[src/hw/rtl/cht_ram.sv]
// ----------------------------------------------------------------------------
// Chained hash table RAM
// Generic single-port synchronous RAM with a registered read.
// ----------------------------------------------------------------------------
module cht_ram #(
  parameter int unsigned Width = 8,
  parameter int unsigned Depth = 16
) (
  input  logic                     clk_i,
  input  logic                     we_i,
  input  logic [$clog2(Depth)-1:0] addr_i,
  input  logic [Width-1:0]         wdata_i,
  output logic [Width-1:0]         rdata_o
);
  logic [Width-1:0] mem_q [Depth];

  always_ff @(posedge clk_i) begin
    if (we_i) begin
      mem_q[addr_i] <= wdata_i;
    end
    rdata_o <= mem_q[addr_i];
  end
endmodule

[config.mk]
export PLATFORM = sky130hd
export DESIGN_NAME = cht_ram
export DESIGN_NICKNAME = d
export VERILOG_FILES = /design/src/hw/rtl/cht_ram.sv
export SDC_FILE = /design/constraint.sdc
export NUM_CORES = 1
export LEC_CHECK = 0
export BUFFER_PORTS_ARGS = -buffer_cell sky130_fd_sc_hd__buf_2
export CAP_MARGIN = 30
export CORE_ASPECT_RATIO = 2
export CORE_MARGIN = 10
export CORE_UTILIZATION = 34
export CTS_BUF_LIST = sky130_fd_sc_hd__clkbuf_4 sky130_fd_sc_hd__clkbuf_8 sky130_fd_sc_hd__clkbuf_16
export CTS_CLUSTER_SIZE = 12
export DETAILED_ROUTE_END_ITERATION = 6
export PLACE_DENSITY_LB_ADDON = 0.12
export SETUP_SLACK_MARGIN = 0.02
export SLEW_MARGIN = 20
export SYNTH_ARGS = -nofsm -noshare
export SYNTH_HDL_FRONTEND = slang
export SYNTH_SLANG_ARGS = --single-unit
export TNS_END_PERCENT = 1
[constraint.sdc]
create_clock -name clk_i -period 2.12 [get_ports clk_i]
set_input_delay 0.424 -clock clk_i [delete_from_list [all_inputs] [get_ports clk_i]]
set_output_delay 0.424 -clock clk_i [all_outputs]
set_load 0.02 [all_outputs]
==> results of run 1 <==
==> synth_stat cells (2+ instances only) <==
master / count / area [um2]
a22oi_1: 16 / 120
buf_1: 4 / 15.0
buf_2: 2 / 10.0
buf_6: 2 / 22.5
clkbuf_1: 2 / 7.51
dfxtp_1: 8 / 160
edfxtp_1: 128 / 3840
mux4_2: 32 / 721
nand2_1: 9 / 33.8
nand2b_1: 2 / 12.5
nand3b_1: 2 / 15.0
nor2_1: 13 / 48.8
nor2b_1: 2 / 12.5
nor3_1: 4 / 20.0
==> registers in the layout, summed over array words and instances, names as in the netlist <==
register,flops
mem_q,128
rdata_o,8
==> final timing paths <==
check | start | endpoint | slack [ps] | depth (start not counted)
setup / recovery | addr_i[0] | rdata_o[3] | 730 | 5
hold / removal | wdata_i[5] | mem_q[5][5] | 400 | 1
hold reg to reg | mem_q[13][4] | rdata_o[4] | 680 | 3
setup reg to reg | mem_q[2][3] | rdata_o[3] | 790 | 3
==> cell families (layout without fill, tap and decap cells) <==
kind of cell / after synthesis / after routing / share of synthesized area, %
AOI/OAI and AO/OA: 16 / 16 / 2.37
buffers and inverters: 11 / 77 / 1.19
DFF: 136 / 136 / 79.0
muxes: 32 / 32 / 14.2
and+or+nand+nor: 35 / 35 / 3.21
==> per-layer routing <==
| metal | up-vias | wire length [um] |
|---|---|---|
| li1 | 1068 | - |
| met1 | 1219 | 3720 |
| met2 | 42 | 6260 |
| met3 | 12 | 386 |
| met4 | 0 | 176 |
| met5 | - | 0 |
==> critical path, cell delays in order <==
cell and delay [ps]:
buf_2 140, buf_12 210, mux4_2 520, a22oi_1 250
nand2_1 110
==> power groups by stage <==
stage,clock network [W],registers (W),logic [W]
4_1_cts,0.00309,0.00302,0.000321
5_1_grt,0.00321,0.00303,0.000339
3_5_place_dp,0,0.00308,0.000321
2_1_floorplan,0,0.00310,0.000155
3_3_place_gp,0,0.00308,0.000318
6_report,0.00301,0.00302,0.000310
==> per-stage QoR <==
stage / utilization, % / total power (W) / instances / instance area, um2
after floorplan: - / 0.00325 / 230 / 5070
after global placement: 37.8 / 0.00340 / 459 / 5570
after detailed placement: 37.8 / 0.00340 / 459 / 5570
after CTS: 42.0 / 0.00643 / 491 / 6190
after global routing: 42.0 / 0.00658 / 491 / 6190
final: 42.0 / 0.00634 / 491 / 6190
==> final cells by class <==
| cell class | count | area share, % |
|---|---|---|
| Clock buffer | 19 | 7.21 |
| Clock inverter | 13 | 2.77 |
| Multi-Input combinational cell | 83 | 16.2 |
| Sequential cell | 136 | 64.7 |
| Tap cell | 195 | 3.94 |
| Timing Repair Buffer | 45 | 5.21 |
==> impl_metrics.csv, run 1 <==
group,metric,value,unit
status,status,"finished clean",
synth,syn_area_per_cell,22.0,um2
timing,fmax,719,MHz
global_routing,gr-usage-met1,10.5,%
flow_run,drv_cap,0,
timing,hold_slack,398,ps
timing,layout_setup_ws,729,ps
synth,syn-cell-area,0.00507,mm2
global_routing,met3_usage,2.91,%
clocking,ctsHoldBuffers,0,
final_layout,drive_gt1_share,37.2,%
pwr,power_switching,0.00131,W
global_routing,grt_pass1_wl,16000,um
clocking,cts_buffers,17,
setup_path,end_kind,"flop",
timing,setup_viol,0,
hold_path,min_path_type,"in -> reg",
final_layout,fillers,1307,
floorplanning,placementRows,63,
timing,relSlewSlack,70.5,%
clocking,h-tree-depth,4,
setup_path,worst-path-max-fanout,20,
synth,syn_inst,230,
pwr,power_frac_seq,47.6,%
global_routing,grt_use_total,11.0,%
route,drtIter0Drc,92,
timing,period_needed,1390,ps
floorplanning,num_io_pins,22,
timing,fin_skew,6.98,ps
global_routing,grt_use_met2,21.4,%
synth,synth_nets,244,
timing,finalSetupTns,0,ps
setup_path,critPathLaunchType,"input port",
setup_path,cp_data_required_time,2400,ps
global_routing,grt_max_degree,40,
clocking,post_cts_resized,0,
pwr,p_leak,2.06,nW
placement,post-dp-hpwl,7200,um
route,drc_errors,0,
route,postRouteAntennaNets,0,
pwr,sw_frac_of_total,20.6,%
placement,gp_congestion,0.700,
global_routing,first_global_vias,2633,
floorplanning,dieArea,0.0205,mm2
synth,yosysUniqueCellTypes,18,
synth,ys.flop_type,"edfxtp_1",
synth,yosys_warnings,0,
clocking,max-clock-path-buffers,2,
pwr,p_per_area,1020,mW/mm2
timing,max_slew.worst_pin.slew,442,ps
final_layout,layout_common_cells,"edfxtp_1 (128), mux4_2 (32), buf_2 (21), buf_4 (21), clkbuf_16 (17)",
global_routing,antenna_found_initial,0,
global_routing,top_usage_layer,"met2",
route,vias_per_cell,4.77,
timing,grt_setup_unrepaired,"no",
final_layout,nets,297,
final_layout,antenna_cells,0,
placement,pre_cts_ws,273,ps
timing,min_period_over_period,65.6,%
synth,synth_seq_cells,136,
final_layout,final_common_cell,"edfxtp_1",
pwr,pwr-share-clk,47.5,%
clocking,cts_root_buf,"clkbuf_16",
final_layout,seqCellArea,0.00400,mm2
pwr,combPwrFrac,4.9,%
synth,ys_async_sr_fraction,0,%
timing,maxSlewViolCount,0,
synth,yosysSeqAreaShare,79.0,%
setup_path,critPathArrivalTime,1670,ps
placement,io_buffers,21,
final_layout,areaGrowthSynthToFinish,22.2,%
route,wirelength,10500,um
route,vias,2341,
clocking,clock_latency,410,ps
pwr,power.internal,0.00504,W
floorplanning,core,0.0147,mm2
pwr,ir_worst_vdd,0.558,mV
final_layout,multi_input_area,0.00100,mm2
route,post_drt_wl_per_cell,21.5,um
clocking,cts_tree,"yes",
clocking,postCtsSetupBuffers,0,
floorplanning,die_height,193,um
clocking,clkTransAtPathRegs,60,ps
floorplanning,start_util,34.4,%
timing,hold_violations,0,
setup_path,crit_type,"in -> reg",
clocking,clock-sinks,136,
synth,synth_edf_count,128,
route,dr.pass1.iters,6,
floorplanning,die_w,106,um
global_routing,gr-total-overflow,0,
No activity file was read; power rests on OpenSTA's default activity.
==> inputs of run 2 (changes only) <==
--- a/config.mk
+++ b/config.mk
@@ -5,6 +5,7 @@
 export SDC_FILE = /design/constraint.sdc
 export NUM_CORES = 1
 export LEC_CHECK = 0
+export ABC_AREA = 1
 export BUFFER_PORTS_ARGS = -buffer_cell sky130_fd_sc_hd__buf_2
 export CAP_MARGIN = 30
 export CORE_ASPECT_RATIO = 2
==> constraint.sdc (replaced) <==
create_clock -name clk_i -period 1.38 [get_ports clk_i]
set_input_delay 0.276 -clock clk_i [delete_from_list [all_inputs] [get_ports clk_i]]
set_output_delay 0.276 -clock clk_i [all_outputs]
set_load 0.02 [all_outputs]
==> impl_metrics.csv, run 2 <==
group,metric,value,unit
final_layout,utilization,42.1,%
timing,fin_skew,6.79,ps
clocking,clock_latency,410,ps
synth,synth_edf_count,128,
floorplanning,start_util,34.6,%
synth,syn_inst,548,
route,drtIter0Drc,233,
setup_path,end_kind,"output port",
final_layout,top_regs,"mem_q: 128 flops, rdata_o: 8 flops",
route,vias,3728,
clocking,cts_buffers,17,
final_layout,largest_reg_flops,128,
clocking,clkTransAtPathRegs,60,ps
setup_path,worst-path-max-fanout,1,
final_layout,areaGrowthSynthToFinish,21.7,%
placement,post-dp-hpwl,10200,um
clocking,cts_root_buf,"clkbuf_16",
synth,synth_seq_cells,136,
setup_path,critPathBufInv,1,
route,post_drt_wl_per_cell,18.5,um
clocking,cts_tree,"yes",
timing,hold_violations,0,
synth,synth_top_area_share,68.7,%
route,dr.pass1.iters,4,
placement,placed_cell_area,0.00624,mm2
placement,gp_congestion,0.847,
floorplanning,placementRows,66,
pwr,power_frac_seq,48.4,%
floorplanning,num_io_pins,22,
timing,max_slew.worst_pin.slew,485,ps
pwr,sw_frac_of_total,21.6,%
timing,period_needed,1150,ps
timing,fmax,868,MHz
pwr,power_switching,0.00208,W
synth,syn_area_per_cell,10.2,um2
timing,setup_viol,0,
clocking,max-clock-path-buffers,2,
clocking,post_cts_resized,0,
floorplanning,die_height,201,um
setup_path,critPathLaunchType,"flop",
clocking,ctsHoldBuffers,0,
floorplanning,dieArea,0.0223,mm2
pwr,power.internal,0.00752,W
final_layout,layout_common_cells,"nand2_1 (346), edfxtp_1 (128), inv_1 (21), buf_2 (21), clkbuf_16 (18)",
clocking,h-tree-depth,4,
pwr,p_per_area,1410,mW/mm2
placement,dp.cells,771,
synth,synth_nets,562,
synth,ys.flop_type,"edfxtp_1",
floorplanning,die_w,111,um
global_routing,grt_max_degree,32,
synth,yosysSeqAreaShare,71.6,%
global_routing,grt_pass1_wl,22700,um
timing,grt_setup_unrepaired,"no",
route,postRouteAntennaNets,0,
setup_path,cp_slowest_cell,"dfxtp_1",
hold_path,min_path_type,"in -> reg",
synth,yosysTopAreaCell,"edfxtp_1",
final_layout,fin_cells,803,
route,wirelength,14800,um
synth,synth_common_cells,"nand2_1 (346), edfxtp_1 (128), inv_1 (21), nor2_1 (18), buf_2 (12)",
final_layout,antenna_cells,0,
final_layout,nets,600,
placement,io_buffers,21,
final_layout,final_common_cell,"nand2_1",
setup_path,r2r_setup_slack,340,ps
setup_path,critPathArrivalTime,880,ps
synth,yosysUniqueCellTypes,11,
pwr,ir_worst_vdd,0.745,mV
timing,min_period_over_period,83.5,%
route,vias_per_cell,4.64,
final_layout,top_register,"mem_q",
clocking,postCtsSetupBuffers,0,
final_layout,fillers,1637,
synth,syn-cell-area,0.00559,mm2
synth,yosys_warnings,0,
setup_path,cp_data_required_time,1100,ps
synth,yosysMostFrequentCell,"nand2_1",
synth,ys_async_sr_fraction,0,%
setup_path,crit_type,"reg -> out",
pwr,p_leak,2.86,nW
setup_path,path_delay_family,"flip-flops",
clocking,clock-sinks,136,
status,status,"finished clean",
pwr,combPwrFrac,7.4,%
global_routing,grt_use_total,13.5,%
global_routing,antenna_found_initial,0,
floorplanning,core,0.0162,mm2
setup_path,critPathMaxStageDelay,310,ps
global_routing,gr-total-overflow,0,
route,drc_errors,0,
synth,synth_area_leaders,"edfxtp_1 (69%), nand2_1 (23%), dfxtp_1 (2.9%), inv_1 (1.4%), nor2_1 (1.2%)",
setup_path,path_cells,"buf_2",
timing,relSlewSlack,67.7,%
flow_run,drv_cap,0,
final_layout,final_cell_area,0.00681,mm2
global_routing,first_global_vias,4039,
final_layout,drive_gt1_share,15.9,%
pwr,pwr-share-clk,44.2,%
timing,maxSlewViolCount,0,
-- run 2: changes by cell type after synthesis, moves of 3 or more --
cell     change
a22oi_1     -16
nand3_1      +3
inv_1       +21
buf_1        -4
buf_2       +10
nor2_1       +5
buf_4        +6
nand2_1    +337
mux4_2      -32
nor3_1       -4
-- run 2: cells by family (layout without fill, tap and decap cells) --
family	Yosys count	after routing	synth area share (%)
buffers and inverters	44	95	3.62
DFF	136	136	71.6
and+or+nand+nor	368	368	24.8
-- run 2: cell type report --
type | instances | area [um2] | share of cell area (%)
Tap cell | 204 | 255 | 3.75
Sequential cell | 136 | 4000 | 58.8
Multi-Input combinational cell | 368 | 1550 | 22.7
Clock inverter | 3 | 15.0 | 0.221
Clock buffer | 29 | 552 | 8.11
Inverter | 23 | 86.3 | 1.27
Timing Repair Buffer | 40 | 348 | 5.11
-- run 2: power groups by stage --
| stage | Combinational (W) | Clock (W) | Sequential, W |
|---|---|---|---|
| after floorplan | 0.000354 | 0 | 0.00476 |
| after global placement | 0.000723 | 0 | 0.00473 |
| after detailed placement | 0.000723 | 0 | 0.00473 |
| after CTS | 0.000724 | 0.00433 | 0.00465 |
| after global routing | 0.000787 | 0.00448 | 0.00465 |
| final | 0.000708 | 0.00425 | 0.00465 |
-- run 2: routing by layer --
metal | wire length (um) | part of all wire [%] | track usage, % | up-vias
met5 | 0 | 0 | 0 | -
met4 | 624 | 4.2 | 8.18 | 0
met3 | 452 | 3.0 | 2.53 | 32
met2 | 8090 | 55 | 25.0 | 90
met1 | 5660 | 38 | 13.4 | 1777
li1 | - | - | - | 1829
-- run 2: path summary, 6_finish.rpt --
path                                   start            to  cells past startpoint
worst max-delay path              rdata_o[2]    rdata_o[2]                      1
worst min-delay path              wdata_i[6]  mem_q[10][6]                      1
worst max register to register   mem_q[5][4]    rdata_o[4]                      8
worst min register to register  mem_q[13][6]    rdata_o[6]                      8
-- run 2: metrics by stage --
stage          hold WS (ps)  setup WS [ps]  power [W]  TNS [ps]
6_report                326            228    0.00960         0
5_1_grt                 333            171    0.00992         0
4_1_cts                 328            202    0.00970         0
3_5_place_dp            697          -86.2    0.00545     -7750
3_3_place_gp            694           -105    0.00545     -7520
2_1_floorplan           375          -16.5    0.00512      -775
